<file path="src/rtl/tgds_pkg.sv">
// shared types, constants and helpers of the task group dependency scheduler
`default_nettype none

package tgds_pkg;

  localparam int OpW      = 2;
  localparam int EvW      = 3;
  localparam int MaskW    = 32;
  localparam int GrpW     = 5;
  localparam int InTaskW  = 16;
  localparam int OutTaskW = 16;
  localparam int WaitW    = 6;

  typedef enum logic [OpW-1:0] {
    OP_SUBMIT = 2'd0,
    OP_DONE   = 2'd1,
    OP_CLEAR  = 2'd2
  } opcode_e;

  typedef enum logic [EvW-1:0] {
    EV_ACCEPTED = 3'd0,
    EV_READY    = 3'd1,
    EV_FINISHED = 3'd2,
    EV_IDLE     = 3'd3,
    EV_CLEARED  = 3'd4,
    EV_REJECTED = 3'd5
  } event_e;

  typedef enum logic [3:0] {
    ST_IDLE,
    ST_SUB,
    ST_SUB_RDY,
    ST_TD_CHK,
    ST_TD_ACC,
    ST_TD_FIN,
    ST_WALK,
    ST_IDLE_EV,
    ST_CLR,
    ST_REJ,
    ST_FLUSH
  } state_e;

  typedef struct packed {
    event_e                ev;
    logic [GrpW-1:0]       grp;
    logic [OutTaskW-1:0]   tasks;
  } result_t;

  typedef struct packed {
    logic    push;
    logic    flush;
    result_t res;
  } emit_t;

  typedef struct packed {
    logic push_ok;
    logic flush_ok;
  } emit_stat_t;

  function automatic logic [WaitW-1:0] popcount32(input logic [MaskW-1:0] v);
    logic [WaitW-1:0] n;
    n = '0;
    for (int i = 0; i < MaskW; i++) begin
      n = n + WaitW'(v[i]);
    end
    return n;
  endfunction

endpackage

`default_nettype wire

</file>
<file path="src/rtl/task_group_dependency_scheduler.sv">
// on task done, a finished group starts a release walk over every allocated group above it;
// the walk reads the task and dependency rams one entry per cycle, held while a released
// group's result waits on output backpressure
// one item at a time: the next transfer is taken only after the last result of the item
// has entered the output register; output backpressure holds the item back
// reset clears the group counters and status flags; the table rams are not cleared
`default_nettype none

module task_group_dependency_scheduler #(
  parameter int MAX_GROUPS      = 32,
  parameter int TASK_COUNT_BITS = 16
) (
  input  logic                          clk_i,
  input  logic                          rst_ni,
  input  logic                          in_valid_i,
  output logic                          in_ready_o,
  input  logic [tgds_pkg::OpW-1:0]      opcode_i,
  input  logic [tgds_pkg::InTaskW-1:0]  task_count_i,
  input  logic [tgds_pkg::MaskW-1:0]    dep_mask_i,
  input  logic [tgds_pkg::GrpW-1:0]     done_group_i,
  output logic                          out_valid_o,
  input  logic                          out_ready_i,
  output logic [tgds_pkg::EvW-1:0]      event_res_o,
  output logic [tgds_pkg::GrpW-1:0]     group_num_o,
  output logic [tgds_pkg::OutTaskW-1:0] group_tasks_o,
  output logic                          last_o
);

  import tgds_pkg::*;

  localparam int GW  = $clog2(MAX_GROUPS);
  localparam int UW  = $clog2(MAX_GROUPS + 1);
  localparam int CW  = (UW > GrpW + 1) ? UW : GrpW + 1;
  localparam int TcW = TASK_COUNT_BITS;
  localparam int AW  = 2 * TcW;
  localparam int BW  = WaitW + MaskW;

  state_e state_q, state_d;
  logic [UW-1:0]         used_q, used_d;
  logic [UW-1:0]         active_q, active_d;
  logic [MAX_GROUPS-1:0] disp_q, disp_d;
  logic [MAX_GROUPS-1:0] done_q, done_d;
  logic [OpW-1:0]        op_q, op_d;
  logic [TcW-1:0]        tc_q, tc_d;
  logic [MaskW-1:0]      pend_q, pend_d;
  logic [GrpW-1:0]       dg_q, dg_d;
  logic [TcW-1:0]        total_q, total_d;
  logic [UW-1:0]         widx_q, widx_d;
  logic [MaskW-1:0]      fin_q, fin_d;

  emit_t      emit;
  emit_stat_t stat;

  logic          we_a, we_b;
  logic [GW-1:0] waddr_a, waddr_b, raddr_a, walk_raddr;
  logic [AW-1:0] wdata_a, rdata_a;
  logic [BW-1:0] wdata_b, rdata_b;

  logic [63:0]      done_ext;
  logic [MaskW-1:0] alloc, pend_in;
  logic             full, pend_zero, tc_zero;
  logic [GW-1:0]    g_idx, d_idx, w_idx;
  logic [GrpW-1:0]  g_prev;
  logic [TcW-1:0]   tot_a, fcnt_a, fcnt_inc;
  logic             dg_ok, td_rej, td_fin;
  logic [UW-1:0]    walk_start, w_nxt, act_walk;
  logic             start_more;
  logic [WaitW-1:0] waits_b, k_cnt, w_new;
  logic [MaskW-1:0] dep_b;
  logic             w_hit, w_rel, w_stall, w_zero, w_more;

  tgds_ram #(.Width(AW), .Depth(MAX_GROUPS)) u_ram_tasks (
    .clk_i   (clk_i),
    .we_i    (we_a),
    .waddr_i (waddr_a),
    .wdata_i (wdata_a),
    .raddr_i (raddr_a),
    .rdata_o (rdata_a)
  );

  tgds_ram #(.Width(BW), .Depth(MAX_GROUPS)) u_ram_deps (
    .clk_i   (clk_i),
    .we_i    (we_b),
    .waddr_i (waddr_b),
    .wdata_i (wdata_b),
    .raddr_i (walk_raddr),
    .rdata_o (rdata_b)
  );

  tgds_out u_out (
    .clk_i         (clk_i),
    .rst_ni        (rst_ni),
    .emit_i        (emit),
    .stat_o        (stat),
    .out_valid_o   (out_valid_o),
    .out_ready_i   (out_ready_i),
    .event_res_o   (event_res_o),
    .group_num_o   (group_num_o),
    .group_tasks_o (group_tasks_o),
    .last_o        (last_o)
  );

  assign in_ready_o = (state_q == ST_IDLE);

  // shared conditions
  always_comb begin
    done_ext = 64'(done_q);
    for (int d = 0; d < MaskW; d++) begin
      alloc[d] = CW'(d) < CW'(used_q);
    end
    pend_in   = dep_mask_i & alloc & ~done_ext[MaskW-1:0];
    full      = (used_q == UW'(MAX_GROUPS));
    g_idx     = GW'(used_q);
    g_prev    = GrpW'(used_q - UW'(1));
    pend_zero = (pend_q == '0);
    tc_zero   = (tc_q == '0);

    {tot_a, fcnt_a} = rdata_a;
    fcnt_inc = fcnt_a + TcW'(1);
    d_idx    = GW'(dg_q);
    dg_ok    = CW'(dg_q) < CW'(used_q);
    td_rej   = !dg_ok || !disp_q[d_idx] || (fcnt_a == tot_a);
    td_fin   = (fcnt_inc == tot_a);

    walk_start = UW'(CW'(dg_q) + CW'(1));
    start_more = (CW'(dg_q) + CW'(1)) < CW'(used_q);

    {waits_b, dep_b} = rdata_b;
    w_idx    = GW'(widx_q);
    k_cnt    = popcount32(dep_b & fin_q);
    w_hit    = !disp_q[w_idx] && (k_cnt != '0);
    w_new    = (waits_b > k_cnt) ? waits_b - k_cnt : '0;
    w_rel    = w_hit && (w_new == '0);
    w_stall  = w_rel && !stat.push_ok;
    w_zero   = (tot_a == '0);
    w_nxt    = widx_q + UW'(1);
    w_more   = w_nxt < used_q;
    act_walk = active_q - UW'(w_rel && w_zero);
  end

  // next state
  always_comb begin
    state_d = state_q;
    unique case (state_q)
      ST_IDLE: begin
        if (in_valid_i) begin
          unique case (opcode_i)
            OP_SUBMIT: state_d = full ? ST_REJ : ST_SUB;
            OP_DONE:   state_d = ST_TD_CHK;
            OP_CLEAR:  state_d = ST_CLR;
            default:   state_d = ST_REJ;
          endcase
        end
      end
      ST_SUB: begin
        if (stat.push_ok) begin
          state_d = pend_zero ? ST_SUB_RDY : ST_FLUSH;
        end
      end
      ST_SUB_RDY: begin
        if (stat.push_ok) begin
          state_d = (tc_zero && active_q == '0) ? ST_IDLE_EV : ST_FLUSH;
        end
      end
      ST_TD_CHK: begin
        if (td_rej) begin
          state_d = ST_REJ;
        end else begin
          state_d = td_fin ? ST_TD_FIN : ST_TD_ACC;
        end
      end
      ST_TD_FIN: begin
        if (stat.push_ok) begin
          if (start_more) begin
            state_d = ST_WALK;
          end else begin
            state_d = (active_q == '0) ? ST_IDLE_EV : ST_FLUSH;
          end
        end
      end
      ST_WALK: begin
        if (!w_stall && !w_more) begin
          state_d = (act_walk == '0) ? ST_IDLE_EV : ST_FLUSH;
        end
      end
      ST_TD_ACC, ST_IDLE_EV, ST_CLR, ST_REJ: begin
        if (stat.push_ok) begin
          state_d = ST_FLUSH;
        end
      end
      ST_FLUSH: begin
        if (stat.flush_ok) begin
          state_d = ST_IDLE;
        end
      end
      default: state_d = ST_IDLE;
    endcase
  end

  // datapath and ram control
  always_comb begin
    used_d   = used_q;
    active_d = active_q;
    disp_d   = disp_q;
    done_d   = done_q;
    op_d     = op_q;
    tc_d     = tc_q;
    pend_d   = pend_q;
    dg_d     = dg_q;
    total_d  = total_q;
    widx_d   = widx_q;
    fin_d    = fin_q;

    emit       = '0;
    emit.res.ev = EV_ACCEPTED;
    we_a       = 1'b0;
    we_b       = 1'b0;
    waddr_a    = g_idx;
    waddr_b    = g_idx;
    wdata_a    = {tc_q, TcW'(0)};
    wdata_b    = {popcount32(pend_q), pend_q};
    walk_raddr = '0;
    raddr_a    = '0;

    unique case (state_q)
      ST_IDLE: begin
        op_d    = opcode_i;
        tc_d    = TcW'(task_count_i);
        pend_d  = pend_in;
        dg_d    = done_group_i;
        raddr_a = GW'(done_group_i);
      end
      ST_SUB: begin
        emit.push      = 1'b1;
        emit.res.ev    = EV_ACCEPTED;
        emit.res.grp   = GrpW'(used_q);
        if (stat.push_ok) begin
          we_a          = 1'b1;
          we_b          = 1'b1;
          disp_d[g_idx] = pend_zero;
          done_d[g_idx] = pend_zero && tc_zero;
          used_d        = used_q + UW'(1);
          active_d      = active_q + UW'(!(pend_zero && tc_zero));
        end
      end
      ST_SUB_RDY: begin
        emit.push      = 1'b1;
        emit.res.ev    = EV_READY;
        emit.res.grp   = g_prev;
        emit.res.tasks = OutTaskW'(tc_q);
      end
      ST_TD_CHK: begin
        total_d = tot_a;
        waddr_a = d_idx;
        wdata_a = {tot_a, fcnt_inc};
        if (!td_rej) begin
          we_a = 1'b1;
          if (td_fin) begin
            active_d      = active_q - UW'(1);
            done_d[d_idx] = 1'b1;
          end
        end
      end
      ST_TD_ACC: begin
        emit.push    = 1'b1;
        emit.res.ev  = EV_ACCEPTED;
        emit.res.grp = dg_q;
      end
      ST_TD_FIN: begin
        emit.push      = 1'b1;
        emit.res.ev    = EV_FINISHED;
        emit.res.grp   = dg_q;
        emit.res.tasks = OutTaskW'(total_q);
        walk_raddr     = GW'(walk_start);
        raddr_a        = GW'(walk_start);
        if (stat.push_ok) begin
          fin_d  = MaskW'(64'd1 << dg_q);
          widx_d = walk_start;
        end
      end
      ST_WALK: begin
        emit.push      = w_rel;
        emit.res.ev    = EV_READY;
        emit.res.grp   = GrpW'(widx_q);
        emit.res.tasks = OutTaskW'(tot_a);
        waddr_b        = w_idx;
        wdata_b        = {w_new, dep_b};
        raddr_a        = walk_raddr;
        if (w_stall) begin
          walk_raddr = w_idx;
          raddr_a    = w_idx;
        end else begin
          walk_raddr = GW'(w_nxt);
          raddr_a    = GW'(w_nxt);
          widx_d     = w_nxt;
          we_b       = w_hit;
          if (w_rel) begin
            disp_d[w_idx] = 1'b1;
            if (w_zero) begin
              done_d[w_idx] = 1'b1;
              active_d      = act_walk;
              fin_d         = fin_q | MaskW'(64'd1 << widx_q);
            end
          end
        end
      end
      ST_IDLE_EV: begin
        emit.push   = 1'b1;
        emit.res.ev = EV_IDLE;
      end
      ST_CLR: begin
        emit.push   = 1'b1;
        emit.res.ev = (active_q == '0) ? EV_CLEARED : EV_REJECTED;
        if (stat.push_ok && active_q == '0) begin
          used_d = '0;
        end
      end
      ST_REJ: begin
        emit.push    = 1'b1;
        emit.res.ev  = EV_REJECTED;
        emit.res.grp = (op_q == OP_DONE) ? dg_q : '0;
      end
      ST_FLUSH: begin
        emit.flush = 1'b1;
      end
      default: begin
      end
    endcase
  end

  always_ff @(posedge clk_i or negedge rst_ni) begin
    if (!rst_ni) begin
      state_q  <= ST_IDLE;
      used_q   <= '0;
      active_q <= '0;
      disp_q   <= '0;
      done_q   <= '0;
    end else begin
      state_q  <= state_d;
      used_q   <= used_d;
      active_q <= active_d;
      disp_q   <= disp_d;
      done_q   <= done_d;
    end
  end

  always_ff @(posedge clk_i) begin
    op_q    <= op_d;
    tc_q    <= tc_d;
    pend_q  <= pend_d;
    dg_q    <= dg_d;
    total_q <= total_d;
    widx_q  <= widx_d;
    fin_q   <= fin_d;
  end

endmodule

`default_nettype wire

</file>
<file path="src/rtl/tgds_ram.sv">
// generic single write port ram with registered read
`default_nettype none

module tgds_ram #(
  parameter int Width = 8,
  parameter int Depth = 32
) (
  input  logic                     clk_i,
  input  logic                     we_i,
  input  logic [$clog2(Depth)-1:0] waddr_i,
  input  logic [Width-1:0]         wdata_i,
  input  logic [$clog2(Depth)-1:0] raddr_i,
  output logic [Width-1:0]         rdata_o
);

  logic [Width-1:0] mem_q [Depth];
  logic [Width-1:0] rdata_q;

  always_ff @(posedge clk_i) begin
    if (we_i) begin
      mem_q[waddr_i] <= wdata_i;
    end
    rdata_q <= mem_q[raddr_i];
  end

  assign rdata_o = rdata_q;

endmodule

`default_nettype wire

</file>
<file path="src/rtl/tgds_out.sv">
// result staging register and output register, marks the final result of an item
`default_nettype none

module tgds_out (
  input  logic                              clk_i,
  input  logic                              rst_ni,
  input  tgds_pkg::emit_t                   emit_i,
  output tgds_pkg::emit_stat_t              stat_o,
  output logic                              out_valid_o,
  input  logic                              out_ready_i,
  output logic [tgds_pkg::EvW-1:0]          event_res_o,
  output logic [tgds_pkg::GrpW-1:0]         group_num_o,
  output logic [tgds_pkg::OutTaskW-1:0]     group_tasks_o,
  output logic                              last_o
);

  import tgds_pkg::*;

  logic    st_valid_q, st_valid_d;
  result_t st_res_q, st_res_d;
  logic    out_valid_q, out_valid_d;
  result_t out_res_q, out_res_d;
  logic    out_last_q, out_last_d;
  logic    out_free, push_go, flush_go;

  always_comb begin
    out_free        = !out_valid_q || out_ready_i;
    stat_o.push_ok  = !st_valid_q || out_free;
    stat_o.flush_ok = st_valid_q && out_free;
    push_go         = emit_i.push && stat_o.push_ok;
    flush_go        = emit_i.flush && stat_o.flush_ok;

    st_valid_d  = st_valid_q;
    st_res_d    = st_res_q;
    out_valid_d = out_valid_q && !out_ready_i;
    out_res_d   = out_res_q;
    out_last_d  = out_last_q;

    // a staged result moves out once the next one arrives or the item ends
    if ((push_go && st_valid_q) || flush_go) begin
      out_valid_d = 1'b1;
      out_res_d   = st_res_q;
      out_last_d  = flush_go;
    end
    if (push_go) begin
      st_valid_d = 1'b1;
      st_res_d   = emit_i.res;
    end else if (flush_go) begin
      st_valid_d = 1'b0;
    end
  end

  always_ff @(posedge clk_i or negedge rst_ni) begin
    if (!rst_ni) begin
      st_valid_q  <= 1'b0;
      out_valid_q <= 1'b0;
    end else begin
      st_valid_q  <= st_valid_d;
      out_valid_q <= out_valid_d;
    end
  end

  always_ff @(posedge clk_i) begin
    st_res_q   <= st_res_d;
    out_res_q  <= out_res_d;
    out_last_q <= out_last_d;
  end

  assign out_valid_o   = out_valid_q;
  assign event_res_o   = out_res_q.ev;
  assign group_num_o   = out_res_q.grp;
  assign group_tasks_o = out_res_q.tasks;
  assign last_o        = out_last_q;

endmodule

`default_nettype wire

</file>
<file path="config.mk">
export PLATFORM = sky130hd
export DESIGN_NAME = task_group_dependency_scheduler
export DESIGN_NICKNAME = d
export VERILOG_FILES = /design/src/rtl/tgds_pkg.sv /design/src/rtl/task_group_dependency_scheduler.sv /design/src/rtl/tgds_ram.sv /design/src/rtl/tgds_out.sv
export SDC_FILE = /design/constraint.sdc
export NUM_CORES = 2
export LEC_CHECK = 0
export BUFFER_PORTS_ARGS = -buffer_cell sky130_fd_sc_hd__buf_2
export CAP_MARGIN = 20
export CORE_MARGIN = 10
export CORE_UTILIZATION = 32
export CTS_CLUSTER_DIAMETER = 50
export DETAILED_ROUTE_END_ITERATION = 8
export GPL_ROUTABILITY_DRIVEN = 0
export PLACE_DENSITY = 0.44
export SETUP_SLACK_MARGIN = 0.4
export SLEW_MARGIN = 20
export SYNTH_ARGS = -nofsm -noshare
export SYNTH_HDL_FRONTEND = slang
export SYNTH_HIERARCHICAL = 1
export SYNTH_SLANG_ARGS = --single-unit
</file>
<file path="constraint.sdc">
create_clock -name clk_i -period 28.7 [get_ports clk_i]
set_clock_uncertainty 0.05 [all_clocks]
set_input_delay 1.435 -clock clk_i [delete_from_list [all_inputs] [get_ports clk_i]]
set_output_delay 1.435 -clock clk_i [all_outputs]
set_load 0.01 [all_outputs]
</file>
==> Word-level counts from Yosys, hierarchy flattened <==
Memories as Yosys holds them, arrays and structs flattened. A register that Yosys moved wholly into a read port is not among the register bits.
Cells that the tools add are included.
W data, S select, Z words.
{ "op_classes": {"addsub": 71, "mul": 0, "div_mod_pow": 0, "n_lt_le_gt_ge": 42, "eq_ne": 29, "shifts": 2, "mux": 85, "bitwise": 8, "reduce_logical": 55} }
{ "op_table": {"columns": ["operator", "n"], "rows": [
  ["$mux W32", 14],
  ["$add A6 B1 Y6", 53],
  ["$or A32 B32 Y32", 4],
  ["$pmux W32 S2", 2],
  ["$and A32 B32 Y32", 3],
  ["$lt A5 B6 Y1 const A", 16],
  ["$pmux W32 S3", 1],
  ["$mux W6", 11],
  ["$bwmux W32", 2],
  ["$mux W4", 14],
  ["$lt A4 B6 Y1 const A", 8],
  ["$pmux W16 S3", 1],
  ["$mux W38", 1],
  ["$eq A16 B16 Y1", 2],
  ["$logic_not A16 Y1", 2],
  ["$logic_not A32 Y1", 1],
  ["$not A32 Y32", 1],
  ["$pmux W4 S8", 1],
  ["$shl A1 B5 Y32 const A", 1],
  ["$shl A1 B6 Y32 const A", 1],
  ["$ne A2 B2 Y1 const B", 13],
  ["$pmux W5 S5", 1],
  ["$lt A3 B6 Y1 const A", 4],
  ["$pmux W6 S2", 2],
  ["other kinds (52)", 133]
]} }
{ "totals": {"ff_bits": 240, "latch_bits": 0, "mem_bits_rw": 2240, "mem_bits_ro": 0, "in_bits": 59, "output_inout_bits": 27, "word_cells": 315, "mem_count": 2} }
{ "mem_list": {"columns": ["name", "words", "width", "read_ports", "rd_clocked_by_memory_dff", "write_ports", "line", "text"], "rows": [
  ["u_ram_deps.mem_q", 32, 38, 1, 1, 1, "tgds_ram.sv:16", "logic [Width-1:0] mem_q [Depth];"],
  ["u_ram_tasks.mem_q", 32, 32, 1, 1, 1, "tgds_ram.sv:16", null]
]} }

==> Depth between registers and ports, before layout <==
{ "logic_depth": {"ltp_word": 42, "mapped_depth": 35, "mapped_depth_nobuf": 34} }

==> Modules after synthesis <==
The synthesis kept the hierarchy.
{ "by_module_without_submodules": {"columns": ["mod", "n_inst", "cells_per_inst", "area_per_inst_um2", "seq_area_each_um2"], "rows": [
  ["tgds_ram (u_ram_deps)", 1, 2675, 48161.2, 37275.8],
  ["tgds_ram (u_ram_tasks)", 1, 2260, 40492.6, 31390.1],
  ["task_group_dependency_scheduler", 1, 1906, 16016.6, 5275.1],
  ["tgds_out", 1, 63, 1591.5, 1521.5]
]} }

==> Least setup slack after synthesis <==
OpenSTA, ideal clock, no wires.
{ "synth_path": {"path_type": "register to register", "startpoint": "reg fin_q[5]", "endpoint": "mem u_ram_deps/mem_q[28][10] (netlist bit), enable pin", "setup_time_ns": 0.433, "arrival_time_ns": 8.662, "required_time_ns": 28.217, "slack_ns": 19.555, "path_stages_with_launch": 26, "synth_period_minus_slack_ns": 9.145, "path_cell_list": "edfxtp_1 > and2_1 > fa_1 > inv_1 > fa_1 > inv_1 > fa_1 > fa_1 > fa_1 > fa_1 > ha_1 > fa_1 > xnor2_1 > ha_1 > and3b_1 > o22ai_1 > o22a_1 > o221a_2 > a31oi_1 > o31ai_1 > nand2b_1 > a21oi_1 > nor2_1 > or3b_2 > clkbuf_1 > nor2_1"} }
{ "synth_between": {"elab_chain_len": 37} }
{ "synth_lines": {"columns": ["item", "line", "text"], "rows": [
  ["start, declared", "task_group_dependency_scheduler.sv:49", "logic [MaskW-1:0] fin_q, fin_d;"],
  ["start signal, assigned", "task_group_dependency_scheduler.sv:354", "fin_q <= fin_d;"],
  ["$and A32 B32 Y32 (*)", "task_group_dependency_scheduler.sv:130", "k_cnt = popcount32(dep_b & fin_q);"],
  ["$add A5 B1 Y6 (*)", "tgds_pkg.sv:64", "n = n + WaitW'(v[i]);"],
  ["$add A6 B1 Y6 (*) (26 in a row)", "tgds_pkg.sv:64", null],
  ["$sub A6 B6 Y6 / $gt A6 B6 Y1 (equally long branches)", "task_group_dependency_scheduler.sv:132", "w_new = (waits_b > k_cnt) ? waits_b - k_cnt : '0;"],
  ["$mux W6", "task_group_dependency_scheduler.sv:132", null],
  ["$logic_not A6 Y1", "task_group_dependency_scheduler.sv:133", "w_rel = w_hit && (w_new == '0);"],
  ["$logic_and A1 B1 Y1", "task_group_dependency_scheduler.sv:133", null],
  ["$logic_and A1 B1 Y1", "task_group_dependency_scheduler.sv:134", "w_stall = w_rel && !stat.push_ok;"],
  ["$mux W1 (*)", "task_group_dependency_scheduler.sv:289", "if (w_stall) begin"],
  ["$pmux W1 S2 (*)", "task_group_dependency_scheduler.sv:225", "unique case (state_q)"],
  ["named net we_b", "task_group_dependency_scheduler.sv:54", "logic we_a, we_b;"],
  ["$mux W1 (*)", "tgds_ram.sv:20", "if (we_i) begin"],
  ["$mux W1 (not written as such) (*)", "tgds_ram.sv:21", "mem_q[waddr_i] <= wdata_i;"],
  ["end, declared", "tgds_ram.sv:16", null]
]} }
The timed path passes the listed nets; every way through them passes the cells marked *.

==> Worst setup path after layout <==
{ "layout_path": {"startpoint": "reg fin_q[5]", "endpoint": "reg u_ram_deps.rdata_q[17] (netlist: u_ram_deps/rdata_o[17]) (read register of u_ram_deps.mem_q)"} }
{ "layout_between": {"elab_chain_len": 35} }
{ "layout_lines": {"columns": ["item", "line", "text"], "rows": [
  ["$and A32 B32 Y32 (*)", "task_group_dependency_scheduler.sv:130", null],
  ["$add A5 B1 Y6 (*)", "tgds_pkg.sv:64", null],
  ["$add A6 B1 Y6 (*) (26 in a row)", "tgds_pkg.sv:64", null],
  ["$sub A6 B6 Y6 / $gt A6 B6 Y1 (equally long branches)", "task_group_dependency_scheduler.sv:132", null],
  ["$mux W6", "task_group_dependency_scheduler.sv:132", null],
  ["$logic_not A6 Y1", "task_group_dependency_scheduler.sv:133", null],
  ["$logic_and A1 B1 Y1 (*)", "task_group_dependency_scheduler.sv:133", null],
  ["$logic_and A1 B1 Y1 (*)", "task_group_dependency_scheduler.sv:134", null],
  ["$mux W5 (*)", "task_group_dependency_scheduler.sv:289", null],
  ["$pmux W5 S2 (*)", "task_group_dependency_scheduler.sv:225", null],
  ["named net walk_raddr[1]", "task_group_dependency_scheduler.sv:55", "logic [GW-1:0] waddr_a, waddr_b, raddr_a, walk_raddr;"],
  ["end, declared", "tgds_ram.sv:17", "logic [Width-1:0] rdata_q;"]
]} }
Marked as above.
A chain may end at the register's enable or synchronous reset.

==> results.yml <==
die:
  start_util: 0.321
  die-area_um2: 356000
  fp.dieH_um: 596
  io_pins: 86
  fp-row-count: 211
  die_x_um: 596
  core_area_um2: 331000
drt:
  drcViolationCount: 0
  highest_layer: "met5"
  met2_length_mm: 170
  drt_wl_total_mm: 355
  vias: 63100
  route.met3.wl_mm: 18.6
  routed_via_density: 5.36
  wl_met1_mm: 155
  ant_nets: 0
  drt_iter0_drc: 6298
  avgRoutedWirePerCell_um: 30.2
  first_pass_iters: 7
place:
  hpwl_mm: 196
  pre_cts_slack_ps: 17270
  port_buffers: 85
synthesis:
  syn_avg_cell_area_um2: 15.4
  synth-main-ff-cell: "edfxtp_1"
  synth_edf_count: 2398
  syn_area_um2: 106000
  yosys_warnings: 6
  ys_async_sr_fraction: 0.0322
  syn-num-nets: 7070
  yosysTopAreaCell: "edfxtp_1"
  synthTopCellsByArea: "edfxtp_1 68%, mux2i_1 11%, dfrtp_1 1.9%, nand2_1 1.8%, a21oi_1 1.6%"
  synth_cells: 6904
  synth_seq_cells: 2550
  yosysSeqAreaShare: 0.710
  synth_top_area_share: 0.678
  synth_cell_types: 84
cts:
  clock_latency_ps: 930
  numCtsBuffers: 342
  postCtsSetupBuffers: 0
  htree_levels: 5
  cts_root_buf: "clkbuf_16"
  post_cts_resized: 0
  cts.sinks: 2550
  cts_buffer_depth: 4
  cts_tree: "built"
  hold_buffers: 0
  cts.clk_slew.worst_paths_ps: 60
global_route:
  grt_pass1_vias: 62700
  grt_overflow: 0
  grt_pass1_wl_mm: 494
  grt_max_degree: 132
  antenna_found_initial: 11
  grt_use_total: 0.191
timing:
  rsz0062_at_grt: "no"
  tightest_slew_ps: 1150
  slew_headroom: 0.231
  finalCritPeriodShare: 0.398
  fin_ws_ps: 17270
  drv_slew: 0
  fin_crit_ps: 11430
  setup_violations: 0
  max_freq_mhz: 87.5
  finalHoldViolCount: 0
  fin_hold_ws_ps: 364
  setup_tns_ps: 0
critical_path:
  reg2reg_from: "fin_q[5]$_DFFE_PP_"
  r2r_end: "u_ram_deps/rdata_o[17]$_DFF_P_"
  worst_path_most_repeated_cell: "fa_1"
  reg2regPathDepth: 29
  cp_slowest_cell: "buf_4"
  critPathMaxStageDelay_ps: 750
  worstPathMaxFanout: 43
  r2r_slack_ps: 17270
  path_class: "reg2reg"
  required_ps: 29200
  worst-endpoint-arrival_ps: 11930
  crit_path_end_kind: "register"
  start_kind: "register"
pwr:
  p_total_mw: 17.6
  leakage_nw: 39.2
  p_per_area_nw_per_um2: 141
  ir_drop_v: 0.000701
final_layout:
  final_util: 0.376
  area_growth_pct: 16.9
  final_common_cell: "edfxtp_1"
  most-common-layout-cells: "2398 x edfxtp_1, 1128 x mux2i_1, 502 x nand2_1"
  drive_gt1_frac: 0.138
  finalNetCount: 7267
worst_hold_path:
  hold_end: "u_out/group_tasks_o[12]$_DFFE_PP_"
  min_path_cells: 0
  hp-start: "u_out/st_res_q[12]$_DFFE_PP_"
  min_path_type: "reg2reg"
status:
  status: "finished clean"
flow_run:
  maxCapViolCount: 0
power breakdown:
part	leakage (nW)	internal, mW	switching, mW
registers	23.5	5.83	0.263
logic	10.1	2.21	4.88
clock network	5.62	2.68	1.70
total	39.2	10.7	6.84
how the worst max path moves through the flow:
stage	slack [ps]	start	cells after the start	end
2_1_floorplan	19550	fin_q[5]$_DFFE_PP_	25	u_ram_deps/mem_q[28][10]$_DFFE_PP_
3_3_place_gp	17360	fin_q[5]$_DFFE_PP_	29	u_ram_deps/rdata_o[21]$_DFF_P_
3_5_place_dp	17270	fin_q[5]$_DFFE_PP_	29	u_ram_deps/rdata_o[21]$_DFF_P_
4_1_cts	17190	fin_q[5]$_DFFE_PP_	29	u_ram_deps/rdata_o[21]$_DFF_P_
5_1_grt	16800	u_ram_deps/rdata_o[0]$_DFF_P_	32	u_ram_tasks/rdata_o[29]$_DFF_P_
6_report	17270	fin_q[5]$_DFFE_PP_	29	u_ram_deps/rdata_o[17]$_DFF_P_
cell type report:
| type | instances | area [µm²] |
|---|---|---|
| antenna | 3 | 7.51 |
| clock buffer | 407 | 9020 |
| clock inverter | 226 | 2730 |
| fill | 30800 | 206000 |
| inverter | 109 | 409 |
| multi-input combinational | 3821 | 29100 |
| sequential | 2550 | 75500 |
| tap | 4366 | 5460 |
| timing repair buffer | 277 | 2080 |
cell usage after synthesis, types with 18 or more instances:
master,number
dfxtp_1,70
edfxtp_1,2398
buf_1,26
a22oi_1,221
o22a_1,45
buf_4,76
buf_2,78
nand2_1,516
nand3_1,284
a31oi_1,120
dfrtp_1,82
xnor2_1,38
a22o_1,141
or3_1,18
nor3b_1,33
and2_1,24
o21ai_0,116
mux2i_1,1128
a32oi_1,18
buf_6,35
clkbuf_1,195
nand2b_1,31
inv_1,104
nor3_1,95
ha_1,57
fa_1,50
nor4_1,22
nand4_1,21
nor2_1,235
o22ai_1,24
a21oi_1,342
flip-flops by register name (all words and copies together), names as in the netlist, 16 cells and up:
name and cells:
u_out/group_tasks_o 16, done_q 32, u_out/st_res_q 24, u_ram_tasks/mem_q 1024
fin_q 32, u_ram_deps/mem_q 1216, pend_q 32, u_ram_tasks/rdata_o 32
tc_q 16, total_q 16, disp_q 32, u_ram_deps/rdata_o 38
metal layers:
layer  vias up  GRT usage
li1      27300          -
met1     33100      0.260
met2      2118      0.318
met3       600     0.0254
met4         2     0.0597
met5         -          0
logic make-up after synthesis:
kind of cell    after synthesis  share of synthesized area
simple gates               1352                     0.0587
compound gates             1151                     0.0736
fa+ha+maj                   110                     0.0164
buf+inv                     533                     0.0260
flops                      2550                      0.710
mux                        1149                      0.110
xor+xnor                     59                    0.00539
per-stage QoR:
| step | instances | cell area (µm²) |
|---|---|---|
| 2_1_floorplan | 6904 | 106000 |
| 3_3_place_gp | 11100 | 112000 |
| 3_5_place_dp | 11100 | 112000 |
| 4_1_cts | 11700 | 124000 |
| 5_1_grt | 11800 | 124000 |
| 6_report | 11800 | 124000 |
worst max-delay path: cells and delay by family (launching register included):
family / cells / cell delay (ps)
fa+ha+maj: 9 / 4150
simple gates: 7 / 2280
compound gates: 7 / 1920
buf+inv: 4 / 1550
flops: 1 / 390
mux: 1 / 380
xor+xnor: 1 / 170
(Power assumes the default switching activity.)
